$ cat src/hdl/dual_lane_8b10b_interleaver_assert.svh
// Assertion macros for the dual-lane 8b/10b interleaver.
// Included by the top level; expects i_clk and i_rst_n in scope.
`ifndef DUAL_LANE_8B10B_INTERLEAVER_ASSERT_SVH
`define DUAL_LANE_8B10B_INTERLEAVER_ASSERT_SVH

// Checked on every clock edge outside reset.
`define DL_ASSERT(lbl, prop) \
    lbl: assert property (@(posedge i_clk) disable iff (!i_rst_n) prop) \
    else $error("dual lane 8b10b interleaver check failed");

// Checked on every clock edge, reset included.
`define DL_ASSERT_ALWAYS(lbl, prop) \
    lbl: assert property (@(posedge i_clk) prop) \
    else $error("dual lane 8b10b interleaver reset check failed");

`endif

$ cat src/hdl/dl8b10b_pkg.sv
// Shared constants and code tables for the dual-lane 8b/10b interleaver.
// No dependencies.
package dl8b10b_pkg;

    localparam int unsigned CODE_W = 10;
    localparam int unsigned WORD_W = 20;

    // Sync word sent ahead of every transfer.
    localparam logic [WORD_W-1:0] SYNC_WORD = 20'hCC00F;

    // Alternate 3b/4b code for D.x.A7, written with f as the MSB.
    localparam logic [3:0] ALT7_CODE = 4'h7;

    // Special 5b values.
    localparam logic [4:0] X_D07 = 5'd7;
    localparam logic [2:0] Y_D3  = 3'd3;
    localparam logic [2:0] Y_D7  = 3'd7;

    typedef logic [5:0] t_six_tbl  [32];
    typedef logic [3:0] t_four_tbl [8];

    // RD- 5b/6b codes, a as the MSB.
    localparam t_six_tbl SIX_TABLE = '{
        6'h27, 6'h1D, 6'h2D, 6'h31, 6'h35, 6'h29, 6'h19, 6'h38,
        6'h39, 6'h25, 6'h15, 6'h34, 6'h0D, 6'h2C, 6'h1C, 6'h17,
        6'h1B, 6'h23, 6'h13, 6'h32, 6'h0B, 6'h2A, 6'h1A, 6'h3A,
        6'h33, 6'h26, 6'h16, 6'h36, 6'h0E, 6'h2E, 6'h1E, 6'h2B
    };

    // RD- 3b/4b codes, f as the MSB.
    localparam t_four_tbl FOUR_TABLE = '{
        4'hB, 4'h9, 4'h5, 4'hC, 4'hD, 4'hA, 4'h6, 4'hE
    };

endpackage

$ cat src/hdl/dual_lane_8b10b_interleaver.sv
// Dual-lane 8b/10b encoder with bit interleaving: lane A on even word bits,
// lane B on odd word bits. Depends on dl8b10b_pkg and dl8b10b_lane_enc.
//
// Usage: each input beat carries a byte pair; within a transfer one 20-bit
// word leaves per cycle while m_axis_tready holds, so a steady stream runs
// at one beat per cycle. The first beat of a transfer emits two words (sync
// word 0xCC00F, then the encoded word) and a beat with tlast one more (the
// transfer's first encoded word again, flagged with tlast). The single
// output port limits the input: beats are held in one input register until
// all of their output words are loaded into the output register, and each
// passes the input register, then the output register. Each lane starts
// every transfer at negative running disparity.
`include "dual_lane_8b10b_interleaver_assert.svh"

module dual_lane_8b10b_interleaver
    import dl8b10b_pkg::*;
(
    input  logic        i_clk,
    input  logic        i_rst_n,
    input  logic        s_axis_tvalid,
    output logic        s_axis_tready,
    input  logic [15:0] s_axis_tdata,   // [7:0] byte_a, [15:8] byte_b
    input  logic        s_axis_tlast,   // last_item
    output logic        m_axis_tvalid,
    input  logic        m_axis_tready,
    output logic [23:0] m_axis_tdata,   // [19:0] word, [23:20] zero
    output logic        m_axis_tlast    // last_word
);

    // Emission phases of the held beat
    localparam logic [1:0] PH_START  = 2'd0;
    localparam logic [1:0] PH_SYNC   = 2'd1;
    localparam logic [1:0] PH_DATA   = 2'd2;
    localparam logic [1:0] PH_REPEAT = 2'd3;

    logic              r_in_valid;
    logic [7:0]        r_byte_a;
    logic [7:0]        r_byte_b;
    logic              r_in_last;
    logic [1:0]        r_phase;
    logic [1:0]        n_phase;
    logic              r_in_transfer;
    logic              r_capture;
    logic              r_disp_a;
    logic              r_disp_b;
    logic [WORD_W-1:0] r_first_word;
    logic              r_out_valid;
    logic [WORD_W-1:0] r_out_word;
    logic              r_out_last;

    logic [1:0]        w_cur_phase;
    logic              w_out_load;
    logic              w_emit;
    logic              w_final;
    logic              w_in_free;
    logic [CODE_W-1:0] w_code_a;
    logic [CODE_W-1:0] w_code_b;
    logic              w_rd_a;
    logic              w_rd_b;
    logic [WORD_W-1:0] w_word;
    logic [WORD_W-1:0] n_out_word;
    logic              n_out_last;

    dl8b10b_lane_enc u_lane_a (
        .i_byte (r_byte_a),
        .i_rd   (r_disp_a),
        .o_code (w_code_a),
        .o_rd   (w_rd_a)
    );

    dl8b10b_lane_enc u_lane_b (
        .i_byte (r_byte_b),
        .i_rd   (r_disp_b),
        .o_code (w_code_b),
        .o_rd   (w_rd_b)
    );

    // Interleave: lane A on even bits, lane B on odd bits
    always_comb begin
        for (int j = 0; j < CODE_W; j++) begin
            w_word[2*j]   = w_code_a[j];
            w_word[2*j+1] = w_code_b[j];
        end
    end

    // Resolve the phase of a fresh beat from the transfer flag
    always_comb begin
        if (r_phase == PH_START) begin
            w_cur_phase = r_in_transfer ? PH_DATA : PH_SYNC;
        end else begin
            w_cur_phase = r_phase;
        end
    end

    assign w_out_load = !r_out_valid || m_axis_tready;
    assign w_emit     = r_in_valid && w_out_load;
    assign w_final    = (w_cur_phase == PH_REPEAT) ||
                        (w_cur_phase == PH_DATA && !r_in_last);
    assign w_in_free  = !r_in_valid || (w_emit && w_final);

    // Select the word for the current phase and the phase after it
    always_comb begin
        n_out_word = w_word;
        n_out_last = 1'b0;
        n_phase    = r_phase;
        case (w_cur_phase)
            PH_SYNC: begin
                n_out_word = SYNC_WORD;
                n_phase    = PH_DATA;
            end
            PH_DATA: begin
                n_out_word = w_word;
                n_phase    = PH_REPEAT;
            end
            PH_REPEAT: begin
                n_out_word = r_first_word;
                n_out_last = 1'b1;
                n_phase    = PH_START;
            end
            default: begin
                n_out_word = w_word;
                n_phase    = r_phase;
            end
        endcase
    end

    // Input register: take a beat once the held one has left
    always_ff @(posedge i_clk) begin
        if (!i_rst_n) begin
            r_in_valid <= 1'b0;
            r_phase    <= PH_START;
        end else if (w_in_free) begin
            r_in_valid <= s_axis_tvalid;
            r_phase    <= PH_START;
        end else if (w_emit) begin
            r_phase    <= n_phase;
        end
    end

    always_ff @(posedge i_clk) begin
        if (w_in_free && s_axis_tvalid) begin
            r_byte_a  <= s_axis_tdata[7:0];
            r_byte_b  <= s_axis_tdata[15:8];
            r_in_last <= s_axis_tlast;
        end
    end

    // Transfer state: disparities, first word, in-transfer flag
    always_ff @(posedge i_clk) begin
        if (!i_rst_n) begin
            r_in_transfer <= 1'b0;
            r_capture     <= 1'b0;
            r_disp_a      <= 1'b0;
            r_disp_b      <= 1'b0;
            r_first_word  <= '0;
        end else if (w_emit) begin
            case (w_cur_phase)
                PH_SYNC: begin
                    r_in_transfer <= 1'b1;
                    r_capture     <= 1'b1;
                    r_disp_a      <= 1'b0;
                    r_disp_b      <= 1'b0;
                end
                PH_DATA: begin
                    r_disp_a  <= w_rd_a;
                    r_disp_b  <= w_rd_b;
                    r_capture <= 1'b0;
                    if (r_capture) begin
                        r_first_word <= w_word;
                    end
                end
                PH_REPEAT: begin
                    r_in_transfer <= 1'b0;
                end
                default: begin
                    r_capture <= r_capture;
                end
            endcase
        end
    end

    // Output register: load whenever empty or being drained
    always_ff @(posedge i_clk) begin
        if (!i_rst_n) begin
            r_out_valid <= 1'b0;
        end else if (w_out_load) begin
            r_out_valid <= w_emit;
        end
    end

    always_ff @(posedge i_clk) begin
        if (w_emit) begin
            r_out_word <= n_out_word;
            r_out_last <= n_out_last;
        end
    end

    assign s_axis_tready = w_in_free;
    assign m_axis_tvalid = r_out_valid;
    assign m_axis_tdata  = {4'b0000, r_out_word};
    assign m_axis_tlast  = r_out_last;

    // Sync starts a transfer at negative disparity on both lanes
    `DL_ASSERT(a_sync_resets_rd,
        w_emit && w_cur_phase == PH_SYNC |=> r_in_transfer && !r_disp_a && !r_disp_b)
    // Repeated word closes the transfer
    `DL_ASSERT(a_repeat_ends_xfer, w_emit && w_cur_phase == PH_REPEAT |=> !r_in_transfer)
    // A flagged word is the stored first word of its transfer
    `DL_ASSERT(a_last_is_first, r_out_valid && r_out_last |-> r_out_word == r_first_word)
    // Nothing is offered right after reset
    `DL_ASSERT_ALWAYS(a_reset_empty, !i_rst_n |=> !r_out_valid && !r_in_valid)

endmodule

$ cat src/hdl/dl8b10b_lane_enc.sv
// One lane of 8b/10b encoding: 5b/6b and 3b/4b with running disparity.
// Depends on dl8b10b_pkg for the code tables.
module dl8b10b_lane_enc
    import dl8b10b_pkg::*;
(
    input  logic [7:0]        i_byte,
    input  logic              i_rd,     // 0 = RD-, 1 = RD+
    output logic [CODE_W-1:0] o_code,   // bit 0 = a, bits 9:6 = fghj
    output logic              o_rd
);

    logic [4:0] w_x;
    logic [2:0] w_y;
    logic [5:0] w_c6;
    logic [3:0] w_c4;
    logic       w_unbal6;
    logic       w_unbal4;
    logic       w_rd_mid;
    logic       w_alt;

    assign w_x = i_byte[4:0];
    assign w_y = i_byte[7:5];

    // 5b/6b stage: complement under RD+ for unbalanced codes and D.7
    always_comb begin
        w_unbal6 = ($countones(SIX_TABLE[w_x]) != 3);
        if (i_rd && (w_unbal6 || w_x == X_D07)) begin
            w_c6 = ~SIX_TABLE[w_x];
        end else begin
            w_c6 = SIX_TABLE[w_x];
        end
        w_rd_mid = i_rd ^ w_unbal6;
    end

    // 3b/4b stage: pick A7 where P7 would make a run of five
    always_comb begin
        w_alt = (w_y == Y_D7) &&
                (( w_rd_mid && (w_x inside {5'd11, 5'd13, 5'd14})) ||
                 (!w_rd_mid && (w_x inside {5'd17, 5'd18, 5'd20})));
        if (w_alt) begin
            w_c4 = ALT7_CODE;
        end else begin
            w_c4 = FOUR_TABLE[w_y];
        end
        w_unbal4 = ($countones(w_c4) != 2);
        if (w_rd_mid && (w_unbal4 || w_y == Y_D3)) begin
            w_c4 = ~w_c4;
        end
        o_rd = w_rd_mid ^ w_unbal4;
    end

    // Put a at bit 0 and f at bit 6
    always_comb begin
        for (int i = 0; i < 6; i++) begin
            o_code[i] = w_c6[5-i];
        end
        for (int i = 0; i < 4; i++) begin
            o_code[6+i] = w_c4[3-i];
        end
    end

endmodule
$ cat config.mk
export PLATFORM = sky130hd
export DESIGN_NAME = dual_lane_8b10b_interleaver
export DESIGN_NICKNAME = d
export VERILOG_FILES = /design/src/hdl/dl8b10b_pkg.sv /design/src/hdl/dual_lane_8b10b_interleaver.sv /design/src/hdl/dl8b10b_lane_enc.sv
export VERILOG_INCLUDE_DIRS = /design/src /design/src/hdl
export SDC_FILE = /design/constraint.sdc
export NUM_CORES = 1
export LEC_CHECK = 0
export ABC_AREA = 0
export ABC_CLOCK_PERIOD_IN_PS = 5850
export BUFFER_PORTS_ARGS = -buffer_cell sky130_fd_sc_hd__buf_2
export CAP_MARGIN = 20
export CELL_PAD_IN_SITES_DETAIL_PLACEMENT = 0
export CELL_PAD_IN_SITES_GLOBAL_PLACEMENT = 1
export CORE_ASPECT_RATIO = 0.75
export CORE_MARGIN = 4
export CORE_UTILIZATION = 46
export CTS_BUF_LIST = sky130_fd_sc_hd__clkbuf_4 sky130_fd_sc_hd__clkbuf_8 sky130_fd_sc_hd__clkbuf_16
export CTS_CLUSTER_DIAMETER = 120
export CTS_CLUSTER_SIZE = 14
export DETAILED_ROUTE_END_ITERATION = 8
export PLACE_DENSITY_LB_ADDON = 0.1
export SETUP_SLACK_MARGIN = 0.3
export SLEW_MARGIN = 5
export SYNTH_ARGS = -nofsm -noshare
export SYNTH_HDL_FRONTEND = slang
export SYNTH_SLANG_ARGS = --single-unit
$ cat constraint.sdc
create_clock -name i_clk -period 5.85 [get_ports i_clk]
set_clock_uncertainty 0.05 [all_clocks]
set_input_delay 0.8775 -clock i_clk [delete_from_list [all_inputs] [get_ports i_clk]]
set_output_delay 0.8775 -clock i_clk [all_outputs]
set_load 0.01 [all_outputs]
==> reports/qor.yml, run 1 <==
synth:
  synth_edf_count: 38
  async_flop_share_pct: 0
  ys_seq_area_share_pct: 38.2
  ys_top_cells_by_count: "edfxtp_1, ha_1, nand2_1, nand3_1, a21oi_1"
  synth_cells: 468
  synth_cell_types: 69
  ys_warn_count: 0
  synth-main-ff-cell: "edfxtp_1"
  synthTopCellsByArea: "edfxtp_1, dfxtp_1, ha_1"
  synth_top_area_share_pct: 25.6
  syn_area_um2: 4450
  synth-seq-cells: 66
  avgSynthCellArea_um2: 9.51
  yosys.area.top_type: "edfxtp_1"
critical_path:
  reg2regPathDepth: 21
  slowest_stage: "fa_1"
  r2r-end: "r_first_word[13]"
  startpoint: "r_byte_b[0]"
  cp_common_cell: "ha_1"
  crit_type: "reg -> reg"
  crit_path_cell_trace: "ha_1 > nor2_2 > nor3_1 > a211oi_1 > ha_1 > fa_1 > ha_1 > and4bb_4 > xor2_4 > buf_4 > nand2_1 > o22ai_2 > ha_1 > ha_2 > fa_1 > nor3b_4 > buf_6 > o21ai_0 > and4_1 > a21oi_1 > a31oi_1"
  cp-start-kind: "flop"
  rrSetupSlack_ps: 450
  slowest_delay_ps: 510
  crit_buf_inv: 2
  cp-end-kind: "flop"
  timing.rr.start: "r_byte_b[0]"
  crit_family: "adder cells"
  crit_fanout: 6
  cp_data_required_time_ps: 5970
  crit_arrival_ps: 5510
outcome:
  status: "complete, no violations"
worst_hold_path:
  hp-class: "reg -> reg"
  min_from: "r_first_word[4]"
  holdPathStages: 2
  holdPathEnd: "r_first_word[4]"
floorplanning:
  die_height_um: 93.2
  die_w_um: 122
  io_pins: 48
  rows: 30
  core_um2: 9230
  die-area_um2: 11300
  start_util_pct: 48.2
place:
  placed_area_um2: 4690
  place_hpwl_mm: 6.95
  place_congestion: 0.892
  place_inst: 614
  pre_cts_slack_ps: 108
  io_buffers: 43
sta:
  drv_slew: 0
  final_hold_viol_count: 0
  slew_headroom_pct: 31.8
  rsz0062_at_grt: "yes"
  period_needed_ps: 5400
  worstMarginPinSlew_ps: 1020
  worst_hold_slack_ps: 406
  setup_tns_ps: 0
  max_clock_freq_mhz: 185
  finalWorstSetupSlack_ps: 455
  final.period_utilization_pct: 92.2
  finalSetupViolCount: 0
clock_tree:
  root_buffer: "clkbuf_16"
  h-tree-depth: 3
  cts_hold_repair.buffers: 0
  cts_tree: "done"
  clk_pin_slew_ps: 60
  cts_buffers: 9
  cts.sinks: 66
  cts.path.max_buffers: 2
  clkLatencyLatePin_ps: 330
cells_and_area:
  multiInputGateArea_um2: 2570
  regArea_um2: 1700
  drive_above_1_share_pct: 21.0
  antenna_cells: 0
  fillers: 848
  final_cells: 643
  syn_to_final_growth_pct: 16.1
  final_nets: 574
  fin_area_um2: 5170
  fin_util_pct: 55.9
drt:
  viasPerCell: 5.56
  drtPass1Iterations: 5
  drt_wl_total_mm: 10.0
  ant_nets: 0
  post_drt_wl_per_cell_um: 15.6
  drt_iter0_markers: 280
  vias: 3573
  drc: 0
global_routing:
  grt_pass1_vias: 3186
  antenna_found_initial: 0
  grt_pass1_wl_mm: 15.9
  grt_max_degree: 30
  grt_overflow: 0
  grt_usage_pct: 17.7
power:
  ir_drop_mv: 0.205
  p_leak_nw: 2.07
  power_density_nw_per_um2: 310
  power_mw: 1.60
flow_run:
  maxCapViolations: 0
-- sequential cells by signal (all words and copies together) (netlist names), 2 cells and up --
register	flops
r_out_word	20
r_phase	2
r_byte_a	8
r_first_word	20
r_byte_b	8
-- repair_timing --
action / 4_1_cts / 5_1_grt
setup endpoints to repair: 8 / 9
pin swaps: 0 / 6
gates resized for setup: 5 / 15
buffers inserted: 5 / 8
-- routing by layer --
| metal | part of all wire, % | vias to the layer above | global-route usage [%] |
|---|---|---|---|
| met5 | 0 | - | 0 |
| met4 | 0.99 | 0 | 4.76 |
| met3 | 4.9 | 10 | 4.23 |
| met2 | 42 | 90 | 24.2 |
| met1 | 52 | 1694 | 27.4 |
| li1 | - | 1779 | - |
-- worst max-delay path by stage --
stage | cells past startpoint | slack, ps | end
2_1_floorplan | 21 | 460 | r_out_word[19]
3_3_place_gp | 21 | 310 | r_out_word[19]
3_5_place_dp | 21 | 110 | r_out_word[15]
4_1_cts | 22 | 300 | r_first_word[13]
5_1_grt | 21 | 220 | r_first_word[13]
6_report | 21 | 450 | r_first_word[13]
-- worst min-delay path, cell delays in order, from the launching register on --
cell,delay [ps]
dfxtp_1,310
nand2_1,50
a21oi_1,50
-- cell usage in the layout, fill, tap and decap left out, types with 6 or more instances in the layout --
| cell | netlist | layout |
|---|---|---|
| buf_2 | 12 | 44 |
| nand2_1 | 38 | 38 |
| edfxtp_1 | 38 | 38 |
| nand3_1 | 37 | 37 |
| ha_1 | 38 | 34 |
| a21oi_1 | 32 | 31 |
| dfxtp_1 | 28 | 28 |
| nor2_1 | 24 | 24 |
| o21ai_0 | 25 | 23 |
| inv_1 | 22 | 20 |
| buf_4 | 8 | 17 |
| a211oi_1 | 14 | 14 |
| xor2_1 | 12 | 12 |
| nor3_1 | 9 | 9 |
| clkbuf_16 | 0 | 9 |
| o31ai_1 | 8 | 8 |
| nor2b_1 | 7 | 6 |
| a21o_1 | 6 | 6 |
| o21ai_1 | 5 | 6 |
-- power breakdown --
part | internal, mW | total, mW | switching (mW)
clock | 0.330 | 0.524 | 0.193
combinational | 0.229 | 0.522 | 0.293
sequential | 0.531 | 0.555 | 0.0237
total | 1.09 | 1.60 | 0.510
-- layout make-up --
| class | instances | area share [%] |
|---|---|---|
| multi-input combinational | 348 | 49.7 |
| clock buffer | 10 | 4.50 |
| timing repair buffer | 62 | 6.95 |
| clock inverter | 6 | 1.11 |
| inverter | 23 | 1.67 |
| sequential | 66 | 32.9 |
| tap | 128 | 3.10 |
-- kinds of logic (layout without fill, tap and decap cells) --
family	after synthesis	in the layout	synth area share (%)
adders and majority gates	43	43	12.9
other	1	4	0.0843
buffers and inverters	57	101	6.19
AOI/OAI and AO/OA	126	126	19.3
and+or+nand+nor	148	148	17.0
DFF	66	66	38.2
xor gates and xnor gates	18	18	3.88
muxes	9	9	2.36
Power figures use the tool's default switching activity.
==> run 2: changes to the inputs <==
PLACE_DENSITY = 0.87   (was default)
PLACE_DENSITY_LB_ADDON = default   (was 0.1)
==> reports/qor.yml, run 2 (synthesis gave the netlist of run 1 again) <==
critical_path:
  cp-end-kind: "flop"  # unchanged
  cp-start-kind: "flop"  # unchanged
  crit_type: "reg -> reg"  # unchanged
  startpoint: "r_byte_b[0]"  # unchanged
  cp_data_required_time_ps: 5970  # about the same
  rrSetupSlack_ps: 370  # was 450 ps
  r2r-end: "r_first_word[13]"  # unchanged
  reg2regPathDepth: 21  # unchanged
  crit_fanout: 6  # unchanged
  endpoint: "r_first_word[13]"  # unchanged
  timing.rr.start: "r_byte_b[0]"  # unchanged
  crit_arrival_ps: 5600  # was 5510 ps
cells_and_area:
  fin_area_um2: 5270  # was 5170 um^2
  final_nets: 578  # was 574
  fillers: 786  # was 848
  drive_above_1_share_pct: 23.3  # was 21.0%
  antenna_cells: 0  # unchanged
  final_common_cell: "buf_2"  # unchanged
  syn_to_final_growth_pct: 18.5  # was 16.1%
  top_regs: "r_first_word (20), r_out_word (20)"  # unchanged
  final_cell_mix: "buf_2, nand2_1, edfxtp_1, nand3_1, a21oi_1"  # was buf_2, nand2_1, edfxtp_1, nand3_1, ha_1
  fin_util_pct: 57.1  # was 55.9%
sta:
  worst_hold_slack_ps: 407  # was 406 ps
  worstMarginPinSlew_ps: 919  # was 1020 ps
  slew_headroom_pct: 38.7  # was 31.8%
  period_needed_ps: 5480  # was 5400 ps
  final.period_utilization_pct: 93.7  # was 92.2%
  setup_tns_ps: 0  # unchanged
  rsz0062_at_grt: "yes"  # unchanged
  max_clock_freq_mhz: 182  # was 185 MHz
  finalSetupViolCount: 0  # unchanged
  drv_slew: 0  # unchanged
  finalWorstSetupSlack_ps: 369  # was 455 ps
  final_hold_viol_count: 0  # unchanged
power:
  power_frac_seq_pct: 33.9  # was 34.7%
  ir_drop_mv: 0.159  # was 0.205 mV
  p_comb_share_pct: 33.0  # was 32.6%
  power_switching_share_pct: 31.4  # was 31.8%
  clkPwrFrac_pct: 33.1  # was 32.7%
  p_leak_nw: 2.11  # was 2.07 nW
  switchingPower_uw: 513  # was 510 uW
  power_density_nw_per_um2: 310  # about the same
  p_int_mw: 1.12  # was 1.09 mW
clock_tree:
  cts_tree: "done"  # unchanged
  root_buffer: "clkbuf_16"  # unchanged
  cts.sinks: 66  # unchanged
  clk_pin_slew_ps: 50  # was 60 ps
  cts_buffers: 9  # unchanged
  clkLatencyLatePin_ps: 340  # was 330 ps
  h-tree-depth: 3  # unchanged
  cts.path.max_buffers: 2  # unchanged
drt:
  ant_nets: 0  # unchanged
  drtPass1Iterations: 5  # unchanged
  post_drt_wl_per_cell_um: 15.8  # was 15.6 um
  vias: 3639  # was 3573
  drt_wl_total_mm: 10.2  # was 10.0 mm
  viasPerCell: 5.62  # was 5.56
  drt_iter0_markers: 248  # was 280
  drc: 0  # unchanged
global_routing:
  grt_pass1_wl_mm: 16.1  # was 15.9 mm
  grt_usage_pct: 17.9  # was 17.7%
  grt_overflow: 0  # unchanged
  grt_pass1_vias: 3332  # was 3186
  antenna_found_initial: 0  # unchanged
  grt_max_degree: 30  # unchanged
worst_hold_path:
  hp-class: "reg -> reg"  # unchanged
floorplanning:
  core_um2: 9230  # unchanged
  start_util_pct: 48.2  # unchanged
  rows: 30  # unchanged
  die_height_um: 93.2  # unchanged
  die_w_um: 122  # unchanged
  io_pins: 48  # unchanged
  die-area_um2: 11300  # unchanged
place:
  placed_area_um2: 4690  # about the same
  place_hpwl_mm: 6.86  # was 6.95 mm
  io_buffers: 43  # unchanged
  pre_cts_slack_ps: 88.9  # was 108 ps
  place_congestion: 0.867  # was 0.892
outcome:
  status: "complete, no violations"  # unchanged
flow_run:
  maxCapViolations: 0  # unchanged
## run 2: cell count changes in the layout (fill, tap and decap cells not counted), sizes merged
cell / change
buf: +4
clkinvlp: -2
clkinv: -1
clkbuf: +3
## run 2: layout make-up
cell class	instances	area (um^2)	share of cell area, %
clock inverters	3	40.0	0.759
multi-input cells	348	2630	49.9
repair buffers	66	389	7.38
flip-flops and latches	66	1700	32.3
clock buffers	13	262	4.96
inverters	23	88.8	1.68
well taps	128	160	3.04
## run 2: what timing repair did
item | 4_1_cts | 5_1_grt
hold buffers | 0 | 0
setup buffers | 3 | 15
endpoints found under the hold margin | 0 | 0
endpoints found under the setup margin | 8 | 9
pin swaps | 0 | 4
resized for setup | 6 | 28
## run 2: layer usage
metal	up-vias	wire (um)	GRT usage, %
met5	-	0	0
met4	0	187	6.72
met3	18	646	4.96
met2	121	4460	25.8
met1	1706	4910	25.5
li1	1794	-	-
## run 2: critical path: stages (launching register included)
cell,delay [ps]
edfxtp_1,490
ha_1,290
and3_1,180
a221oi_1,270
o21ai_1,150
ha_1,350
fa_2,400
ha_1,290
and4bb_4,320
xor2_4,260
mux2i_4,320
nand2_1,70
nand2_1,70
ha_1,230
ha_2,190
fa_1,490
nor3b_4,260
buf_6,150
o21ai_0,70
and4_1,230
a21oi_2,100
a31oi_1,80
## run 2: per-stage QoR
stage	instances	power, mW
2_1_floorplan	471	0.905
3_3_place_gp	613	1.00
3_5_place_dp	613	1.02
4_1_cts	632	1.58
5_1_grt	647	1.73
6_report	647	1.63
## run 2: how the worst min path moves through the flow
stage,depth (start not counted),endpoint,startpoint
floorplan,2,r_first_word[17],r_first_word[17]
global placement,2,r_first_word[4],r_first_word[4]
detailed placement,2,r_first_word[9],r_first_word[9]
CTS,2,r_first_word[9],r_first_word[9]
global route,2,r_first_word[9],r_first_word[9]
finish,2,r_first_word[17],r_first_word[17]
## run 2: power groups by stage
| stage | Combinational, mW | Clock, mW | Sequential [mW] |
|---|---|---|---|
| 2_1_floorplan | 0.345 | 0 | 0.559 |
| 3_3_place_gp | 0.434 | 0 | 0.566 |
| 3_5_place_dp | 0.449 | 0 | 0.567 |
| 4_1_cts | 0.476 | 0.551 | 0.556 |
| 5_1_grt | 0.593 | 0.577 | 0.558 |
| 6_report | 0.540 | 0.540 | 0.555 |
